## config.mk

```make
export PLATFORM = sky130hd
export DESIGN_NAME = brq_ctrl
export DESIGN_NICKNAME = d
export VERILOG_FILES = /design/src/hw/rtl/brq_pkg.sv /design/src/hw/rtl/brq_ctrl.sv
export SDC_FILE = /design/constraint.sdc
export NUM_CORES = 1
export LEC_CHECK = 0
export BUFFER_PORTS_ARGS = -buffer_cell sky130_fd_sc_hd__clkbuf_2
export CORE_UTILIZATION = 35
export CTS_CLUSTER_DIAMETER = 120
export DETAILED_ROUTE_END_ITERATION = 16
export MAX_ROUTING_LAYER = met4
export SYNTH_ARGS = -nofsm -noshare
export SYNTH_HDL_FRONTEND = slang
export SYNTH_SLANG_ARGS = --single-unit
```

## constraint.sdc

```tcl
create_clock -name clk_i -period 10.38 [get_ports clk_i]
set_input_delay 3.114 -clock clk_i [delete_from_list [all_inputs] [get_ports clk_i]]
set_output_delay 3.114 -clock clk_i [all_outputs]
set_load 0.03 [all_outputs]
```

## src/hw/rtl/brq_pkg.sv

```systemverilog
// Shared types, codes and constants of the backoff retry queue.
// Depends on nothing; brq_ctrl and the top level import it.
`default_nettype none

package brq_pkg;

  localparam int unsigned QueueDepthDefault = 128;
  localparam int unsigned HandleBitsDefault = 16;

  localparam int unsigned TriesW   = 8;
  localparam int unsigned BackoffW = 17;
  localparam int unsigned TimeW    = 32;
  localparam int unsigned DueW     = 31;
  localparam int unsigned CfgDataW = 8;
  localparam int unsigned CfgIdxW  = 1;

  localparam logic [BackoffW-1:0] InitBackoff    = BackoffW'(5000);
  localparam logic [BackoffW-1:0] MaxBackoff     = BackoffW'(120000);
  localparam logic [BackoffW-1:0] HalfMaxBackoff = BackoffW'(120000 / 2);
  localparam logic [TimeW-1:0]    OfflineDefer   = TimeW'(3000);

  typedef enum logic [1:0] {
    FUNC_ENQUEUE = 2'd0,
    FUNC_TICK    = 2'd1,
    FUNC_CLEAR   = 2'd2,
    FUNC_QUERY   = 2'd3
  } func_e;

  typedef enum logic [3:0] {
    STAT_QUEUED  = 4'd0,
    STAT_FULL    = 4'd1,
    STAT_EMPTY   = 4'd2,
    STAT_NOT_DUE = 4'd3,
    STAT_DEFER   = 4'd4,
    STAT_SENT    = 4'd5,
    STAT_RETRY   = 4'd6,
    STAT_GAVE_UP = 4'd7,
    STAT_CLEARED = 4'd8
  } status_e;

  typedef enum logic [CfgIdxW-1:0] {
    CFG_MAX_RETRIES       = 1'b0,
    CFG_DELETE_ON_SUCCESS = 1'b1
  } cfg_idx_e;

  typedef enum logic [1:0] {
    ST_IDLE = 2'd0,
    ST_EXEC = 2'd1,
    ST_DUE  = 2'd2
  } state_e;

  typedef struct packed {
    logic [TriesW-1:0] max_retries;
    logic              delete_on_success;
  } cfg_t;

endpackage

`default_nettype wire

```

## src/hw/rtl/brq_ctrl.sv

```systemverilog
// Sequencer of the retry queue: head read, update, write back and result register.
// Depends on brq_pkg; drives the job store brq_job_mem.
`default_nettype none

module brq_ctrl
  import brq_pkg::*;
#(
  parameter int unsigned QUEUE_DEPTH = QueueDepthDefault,
  parameter int unsigned HANDLE_BITS = HandleBitsDefault
) (
  input  wire logic                                clk_i,
  input  wire logic                                rst_ni,
  input  wire cfg_t                                cfg_i,
  input  wire logic                                start,
  output logic                                     busy,
  input  wire logic [1:0]                          func_i,
  input  wire logic [HANDLE_BITS-1:0]              source_handle_i,
  input  wire logic [HANDLE_BITS-1:0]              dest_handle_i,
  input  wire logic [TimeW-1:0]                    now_ms_i,
  input  wire logic                                network_ok_i,
  input  wire logic                                upload_ok_i,
  output logic                                     mem_we_o,
  output logic [$clog2(QUEUE_DEPTH)-1:0]           mem_waddr_o,
  output logic [2*HANDLE_BITS+TriesW+BackoffW+TimeW-1:0] mem_wdata_o,
  output logic                                     mem_re_o,
  output logic [$clog2(QUEUE_DEPTH)-1:0]           mem_raddr_o,
  input  wire logic [2*HANDLE_BITS+TriesW+BackoffW+TimeW-1:0] mem_rdata_i,
  output logic                                     result_valid_o,
  output logic [3:0]                               status_o,
  output logic [HANDLE_BITS-1:0]                   attempt_source_o,
  output logic [HANDLE_BITS-1:0]                   attempt_dest_o,
  output logic                                     delete_source_o,
  output logic [TriesW-1:0]                        tries_done_o,
  output logic [$clog2(QUEUE_DEPTH+1)-1:0]         entry_count_o,
  output logic [DueW-1:0]                          next_due_ms_o
);

  localparam int unsigned IdxW       = $clog2(QUEUE_DEPTH);
  localparam int unsigned CntW       = $clog2(QUEUE_DEPTH + 1);
  localparam int unsigned SumW       = IdxW + 2;
  localparam int unsigned DueLsb     = 0;
  localparam int unsigned BackoffLsb = TimeW;
  localparam int unsigned TriesLsb   = BackoffLsb + BackoffW;
  localparam int unsigned DstLsb     = TriesLsb + TriesW;
  localparam int unsigned SrcLsb     = DstLsb + HANDLE_BITS;

  // Positive signed distance to the due time, zero when due or overdue.
  function automatic logic [DueW-1:0] wait_ms(input logic [TimeW-1:0] due,
                                              input logic [TimeW-1:0] now);
    logic [TimeW-1:0] diff;
    diff = due - now;
    if ((diff != '0) && !diff[TimeW-1]) begin
      return diff[DueW-1:0];
    end
    return '0;
  endfunction

  state_e                 state_q, state_d;
  logic [IdxW-1:0]        head_q, head_d;
  logic [CntW-1:0]        count_q, count_d;
  logic                   reload;

  func_e                  func_q;
  logic [HANDLE_BITS-1:0] src_q, dst_q;
  logic [TimeW-1:0]       now_q;
  logic                   net_q, upl_q;

  logic                   res_valid_q, res_valid_d;
  status_e                res_status_q, res_status_d;
  logic [HANDLE_BITS-1:0] res_src_q, res_src_d;
  logic [HANDLE_BITS-1:0] res_dst_q, res_dst_d;
  logic                   res_del_q, res_del_d;
  logic [TriesW-1:0]      res_tries_q, res_tries_d;
  logic [CntW-1:0]        res_count_q, res_count_d;
  logic [DueW-1:0]        res_due_q, res_due_d;

  logic                   accept;
  logic [HANDLE_BITS-1:0] e_src, e_dst;
  logic [TriesW-1:0]      e_tries, new_tries;
  logic [BackoffW-1:0]    e_backoff, new_backoff;
  logic [TimeW-1:0]       e_due;
  logic [DueW-1:0]        head_wait;
  logic [IdxW-1:0]        head_next, tail;
  logic [SumW-1:0]        tail_sum;
  logic                   pop;

  assign busy   = (state_q != ST_IDLE);
  assign accept = start && !busy;

  assign e_src     = mem_rdata_i[SrcLsb +: HANDLE_BITS];
  assign e_dst     = mem_rdata_i[DstLsb +: HANDLE_BITS];
  assign e_tries   = mem_rdata_i[TriesLsb +: TriesW];
  assign e_backoff = mem_rdata_i[BackoffLsb +: BackoffW];
  assign e_due     = mem_rdata_i[DueLsb +: TimeW];
  assign head_wait = wait_ms(e_due, now_q);

  assign new_tries   = e_tries + TriesW'(1);
  assign new_backoff = (e_backoff >= HalfMaxBackoff) ? MaxBackoff
                                                     : {e_backoff[BackoffW-2:0], 1'b0};

  assign head_next = (head_q == IdxW'(QUEUE_DEPTH - 1)) ? '0 : head_q + IdxW'(1);
  assign tail_sum  = SumW'(head_q) + SumW'(count_q);
  assign tail      = (tail_sum >= SumW'(QUEUE_DEPTH)) ? IdxW'(tail_sum - SumW'(QUEUE_DEPTH))
                                                      : tail_sum[IdxW-1:0];

  // Next state.
  always_comb begin
    state_d = state_q;
    unique case (state_q)
      ST_IDLE: begin
        if (accept) state_d = ST_EXEC;
      end
      ST_EXEC: begin
        state_d = reload ? ST_DUE : ST_IDLE;
      end
      ST_DUE: begin
        state_d = ST_IDLE;
      end
      default: begin
        state_d = ST_IDLE;
      end
    endcase
  end

  // Datapath and memory accesses.
  always_comb begin
    head_d       = head_q;
    count_d      = count_q;
    reload       = 1'b0;
    pop          = 1'b0;
    mem_we_o     = 1'b0;
    mem_waddr_o  = head_q;
    mem_wdata_o  = mem_rdata_i;
    mem_re_o     = 1'b0;
    mem_raddr_o  = head_q;
    res_valid_d  = 1'b0;
    res_status_d = res_status_q;
    res_src_d    = res_src_q;
    res_dst_d    = res_dst_q;
    res_del_d    = res_del_q;
    res_tries_d  = res_tries_q;
    res_count_d  = res_count_q;
    res_due_d    = res_due_q;

    unique case (state_q)
      ST_IDLE: begin
        mem_re_o = accept;
      end
      ST_EXEC: begin
        res_valid_d  = 1'b1;
        res_src_d    = '0;
        res_dst_d    = '0;
        res_del_d    = 1'b0;
        res_tries_d  = '0;
        res_due_d    = '0;
        res_status_d = STAT_EMPTY;
        unique case (func_q)
          FUNC_ENQUEUE: begin
            if (count_q == CntW'(QUEUE_DEPTH)) begin
              res_status_d = STAT_FULL;
              res_due_d    = head_wait;
            end else begin
              mem_we_o     = 1'b1;
              mem_waddr_o  = tail;
              mem_wdata_o  = {src_q, dst_q, TriesW'(0), InitBackoff, now_q};
              count_d      = count_q + CntW'(1);
              res_status_d = STAT_QUEUED;
              res_due_d    = (count_q == '0) ? '0 : head_wait;
            end
          end
          FUNC_CLEAR: begin
            head_d       = '0;
            count_d      = '0;
            res_status_d = STAT_CLEARED;
          end
          FUNC_QUERY: begin
            if (count_q != '0) begin
              res_status_d = STAT_NOT_DUE;
              res_due_d    = head_wait;
            end
          end
          FUNC_TICK: begin
            if (count_q == '0) begin
              res_status_d = STAT_EMPTY;
            end else if (head_wait != '0) begin
              res_status_d = STAT_NOT_DUE;
              res_due_d    = head_wait;
            end else if (!net_q) begin
              mem_we_o     = 1'b1;
              mem_wdata_o  = {e_src, e_dst, e_tries, e_backoff, now_q + OfflineDefer};
              res_status_d = STAT_DEFER;
              res_due_d    = DueW'(OfflineDefer);
            end else begin
              res_src_d = e_src;
              res_dst_d = e_dst;
              if (upl_q) begin
                res_tries_d  = e_tries;
                res_del_d    = cfg_i.delete_on_success;
                res_status_d = STAT_SENT;
                pop          = 1'b1;
              end else if (new_tries >= cfg_i.max_retries) begin
                res_tries_d  = new_tries;
                res_status_d = STAT_GAVE_UP;
                pop          = 1'b1;
              end else begin
                mem_we_o     = 1'b1;
                mem_wdata_o  = {e_src, e_dst, new_tries, new_backoff,
                                now_q + TimeW'(new_backoff)};
                res_tries_d  = new_tries;
                res_status_d = STAT_RETRY;
                res_due_d    = DueW'(new_backoff);
              end
            end
          end
          default: begin
            res_status_d = STAT_EMPTY;
          end
        endcase

        if (pop) begin
          head_d  = head_next;
          count_d = count_q - CntW'(1);
          if (count_q != CntW'(1)) begin
            // The new head's due time still has to come out of the store.
            reload      = 1'b1;
            res_valid_d = 1'b0;
            mem_re_o    = 1'b1;
            mem_raddr_o = head_next;
          end
        end
        res_count_d = count_d;
      end
      ST_DUE: begin
        res_due_d   = head_wait;
        res_valid_d = 1'b1;
      end
      default: begin
        res_valid_d = 1'b0;
      end
    endcase
  end

  always_ff @(posedge clk_i or negedge rst_ni) begin
    if (!rst_ni) begin
      state_q     <= ST_IDLE;
      head_q      <= '0;
      count_q     <= '0;
      res_valid_q <= 1'b0;
    end else begin
      state_q     <= state_d;
      head_q      <= head_d;
      count_q     <= count_d;
      res_valid_q <= res_valid_d;
    end
  end

  always_ff @(posedge clk_i) begin
    if (accept) begin
      func_q <= func_e'(func_i);
      src_q  <= source_handle_i;
      dst_q  <= dest_handle_i;
      now_q  <= now_ms_i;
      net_q  <= network_ok_i;
      upl_q  <= upload_ok_i;
    end
    res_status_q <= res_status_d;
    res_src_q    <= res_src_d;
    res_dst_q    <= res_dst_d;
    res_del_q    <= res_del_d;
    res_tries_q  <= res_tries_d;
    res_count_q  <= res_count_d;
    res_due_q    <= res_due_d;
  end

  assign result_valid_o   = res_valid_q;
  assign status_o         = res_status_q;
  assign attempt_source_o = res_src_q;
  assign attempt_dest_o   = res_dst_q;
  assign delete_source_o  = res_del_q;
  assign tries_done_o     = res_tries_q;
  assign entry_count_o    = res_count_q;
  assign next_due_ms_o    = res_due_q;

  a_count_bound: assert property (@(posedge clk_i) disable iff (!rst_ni)
    count_q <= CntW'(QUEUE_DEPTH))
    else $error("job count above queue depth");

  a_no_rw_clash: assert property (@(posedge clk_i) disable iff (!rst_ni)
    !(mem_we_o && mem_re_o && (mem_waddr_o == mem_raddr_o)))
    else $error("store read and written at the same entry in one cycle");

  a_result_source: assert property (@(posedge clk_i) disable iff (!rst_ni)
    result_valid_o |-> ($past(state_q) == ST_EXEC) || ($past(state_q) == ST_DUE))
    else $error("result strobe without a finished request");

  a_reload_has_head: assert property (@(posedge clk_i) disable iff (!rst_ni)
    (state_q == ST_DUE) |-> (count_q != '0))
    else $error("head reload with an empty queue");

  a_accept_runs: assert property (@(posedge clk_i) disable iff (!rst_ni)
    accept |=> (state_q == ST_EXEC) && !result_valid_o)
    else $error("accepted request did not enter execution");

endmodule

`default_nettype wire

```

==> flow_summary.toml <==
[worst_setup_path]
path_buf_inv = 6
r2r_start = "now_q[10]$_DFFE_PP_"
cp.arrival_ns = 7.35
max_stage_delay_ns = 0.53
crit_family = "simple AND/OR/NAND/NOR gates"
cp.required_ns = 7.27
critPathKind = "in2out"
crit_path_frequent_cell = "buf_6"
startpoint_type = "input pin"
rr_worst_depth = 57
slowest_stage = "or4_4"
critPathCaptureType = "output port"
crit_chain = "buf_6, inv_2, ha_4, fa_2, nor2b_4, buf_6, o21a_1, or3_4, a221oi_2, nand3_1, or4_4, or4b_4, nor4_4, buf_4, buf_6, o21ai_4, a311oi_1, o21ai_0, a22o_1, clkbuf_4"
reg2reg_slack_ns = 2.01
reg2reg_to = "next_due_ms_o[10]$_DFFE_PP_"
cp_max_fo = 7

[hold_path]
hp-start = "state_q[0]$_DFFE_PN0P_"
hold_path_end = "state_q[0]$_DFFE_PN0P_"
hold_class = "reg2reg"
hold_depth = 2

[power_and_ir_drop]
p_switching_w = 0.00225
intPower_w = 0.00240
p_seq_frac = 0.256
pwr-share-clk = 0.145
p_per_area_nw_per_um2 = 240
leakagePower_nw = 8.91
peakVddDrop_mv = 0.146
combPwrFrac = 0.599
swShare = 0.483

[outcome]
violations = "setup timing"
status = "finished, violations left"

[floorplan]
start_util = 0.359
die_y_microns = 197
core.rowCount = 70
ios = 360
fp.dieArea_sq_um = 38700
core-area_sq_um = 37000
die_w_microns = 197

[finish]
area_delta_synth_final_pct = 45.7
layout.nets = 2392
fin_area_sq_um = 19300
diodes = 0
final_core_util = 0.523
drive_gt1_frac = 0.384
nFillCells = 3518
finalNonFillerCells = 2667

[grt]
grt_pass1_vias = 14411
grt_first_pass_wirelength_microns = 85500
grt_max_degree = 75
grt_use_total = 0.302
gr-total-overflow = 0
antenna_found_initial = 0

[drt]
dr.pass1.iters = 5
ant_nets = 0
drt_iter0_drc = 1138
via_count = 15036
drc = 0
wl_per_cell_microns = 21.9
viasPerCell = 5.64
finalWirelength_microns = 58300

[clocking]
htreeDepth = 4
clock_path_buffers = 2
clk_pin_slew_ns = 0.08
hold_buffers = 0
cts-root-buf = "clkbuf_16"
clk_latency_ns = 0.47
cts_buffers = 17
cts_tree = "yes"
clock_sinks = 170

[logic_synthesis]
synthTopCellsByArea = "edfxtp_1, ha_1, nand2_1"
synth-warning-count = 0
async_flop_share = 0.106
avgSynthCellArea_sq_um = 8.68
synth.yosys.seq_area_share = 0.378
syn_area_sq_um = 13300
synth_ff_type = "edfxtp_1"
synth.top_cells.by_count = "nand2_1, edfxtp_1, o21ai_0"
yosysTopAreaCell = "edfxtp_1"
netlist_instances = 1529
yosysMostFrequentCell = "nand2_1"
synth_top_area_share = 0.344
synth_edf_count = 152
synthDistinctLibCells = 83
syn_nets = 1771
ys_ff_latch = 170

[place]
io_buffers = 359
placed_cell_area_sq_um = 17400
dp.cells = 2564
gp_congestion = 0.973
dp_hpwl_microns = 43400

[flow_run]
drv_cap = 0

[timing]
relSlewSlack = 0.269
fin_skew_ns = 0.0174
finalMaxSlewViolations = 0
finalCritPeriodShare = 1.01
period_minus_slack_ns = 10.47
tightest_slew_ns = 1.09
hold_violations = 0
fmax_mhz = 95.6
rsz0062_at_grt = "true"
setup_viol = 15
worst_slack_ns = -0.0850
cells by family after synthesis:
| family | Yosys count | synth area share |
|---|---|---|
| mux | 11 | 0.00877 |
| fa+ha+maj | 73 | 0.0705 |
| xor+xnor | 73 | 0.0482 |
| compound gates | 459 | 0.234 |
| buf+inv | 170 | 0.0493 |
| flops | 170 | 0.378 |
| simple gates | 573 | 0.211 |
through the flow:
stage               hold slack (ns)  setup TNS (ns)  total power, W  setup WS, ns
floorplan                     0.491               0         0.00264        0.0943
global placement              0.575          -10.35         0.00360        -0.339
detailed placement            0.593          -14.54         0.00361        -0.389
CTS                           0.611               0         0.00448       0.00373
global route                  0.671           -4.58         0.00486        -0.182
finish                        0.633          -0.416         0.00465       -0.0850
cells in the final DEF (no fill, tap or decap), drive strengths merged, types with 30 or more instances in the layout:
cell type	count
nor3	30
nand3	49
nor2	91
nand2	216
inv	97
o21ai	108
and3	60
edfxtp	152
xnor2	54
a21oi	85
ha	70
clkbuf	330
buf	369
repair_timing:
action	CTS	global route
setup endpoints to repair	66	67
gates cloned	1	2
pin swaps	24	40
gates resized for setup	56	229
setup buffers	56	15
endpoints found under the hold margin	0	0
worst max path at each step:
stage / start / to / slack (ns) / cells past startpoint
6_report: mem_rdata_i[0] / mem_wdata_o[21] / -0.09 / 20
5_1_grt: mem_rdata_i[0] / mem_wdata_o[21] / -0.18 / 22
3_5_place_dp: mem_rdata_i[0] / mem_wdata_o[2] / -0.39 / 21
3_3_place_gp: mem_rdata_i[0] / mem_wdata_o[2] / -0.34 / 22
4_1_cts: mem_rdata_i[0] / mem_wdata_o[23] / 0.004 / 21
2_1_floorplan: mem_rdata_i[0] / mem_wdata_o[53] / 0.09 / 16
final cells by class:
| cell class | count | area, sq um | share of cell area |
|---|---|---|---|
| timing repair buffer | 682 | 4550 | 0.235 |
| clock inverter | 15 | 175 | 0.00906 |
| multi-input combinational | 1189 | 8200 | 0.424 |
| clock buffer | 17 | 425 | 0.0220 |
| inverter | 90 | 338 | 0.0175 |
| tap | 504 | 631 | 0.0326 |
| sequential | 170 | 5010 | 0.259 |
state kept, by name, indices dropped and copies added, names as in the netlist:
| signal | flops |
|---|---|
| func_q | 2 |
| head_q | 7 |
| status_o | 4 |
| upl_q | 1 |
| next_due_ms_o | 31 |
| net_q | 1 |
| attempt_dest_o | 16 |
| dst_q | 16 |
| count_q | 8 |
| result_valid_o | 1 |
| delete_source_o | 1 |
| tries_done_o | 8 |
| attempt_source_o | 16 |
| src_q | 16 |
| now_q | 32 |
| state_q | 2 |
| entry_count_o | 8 |
power by group through the flow:
stage / logic (W) / registers (W) / clock network, W
final: 0.00278 / 0.00119 / 0.000673
after global routing: 0.00294 / 0.00121 / 0.000708
after global placement: 0.00240 / 0.00120 / 0
after floorplan: 0.00119 / 0.00144 / 0
after detailed placement: 0.00241 / 0.00120 / 0
after CTS: 0.00260 / 0.00119 / 0.000689
metal layers:
layer	vias up	routed length (microns)	global-route usage
li1	6964	-	-
met1	7145	24200	0.391
met2	797	27200	0.477
met3	130	4770	0.0462
met4	0	2110	0.115
met5	-	0	-
worst reg2reg max path: cells and delay by family (launching register included):
family | cells | cell delay [ns]
buf+inv | 51 | 6.45
simple gates | 1 | 0.16
flops | 1 | 0.59
compound gates | 4 | 0.74
fa+ha+maj | 1 | 0.27
Note: power is estimated with default switching activity, not from simulation.
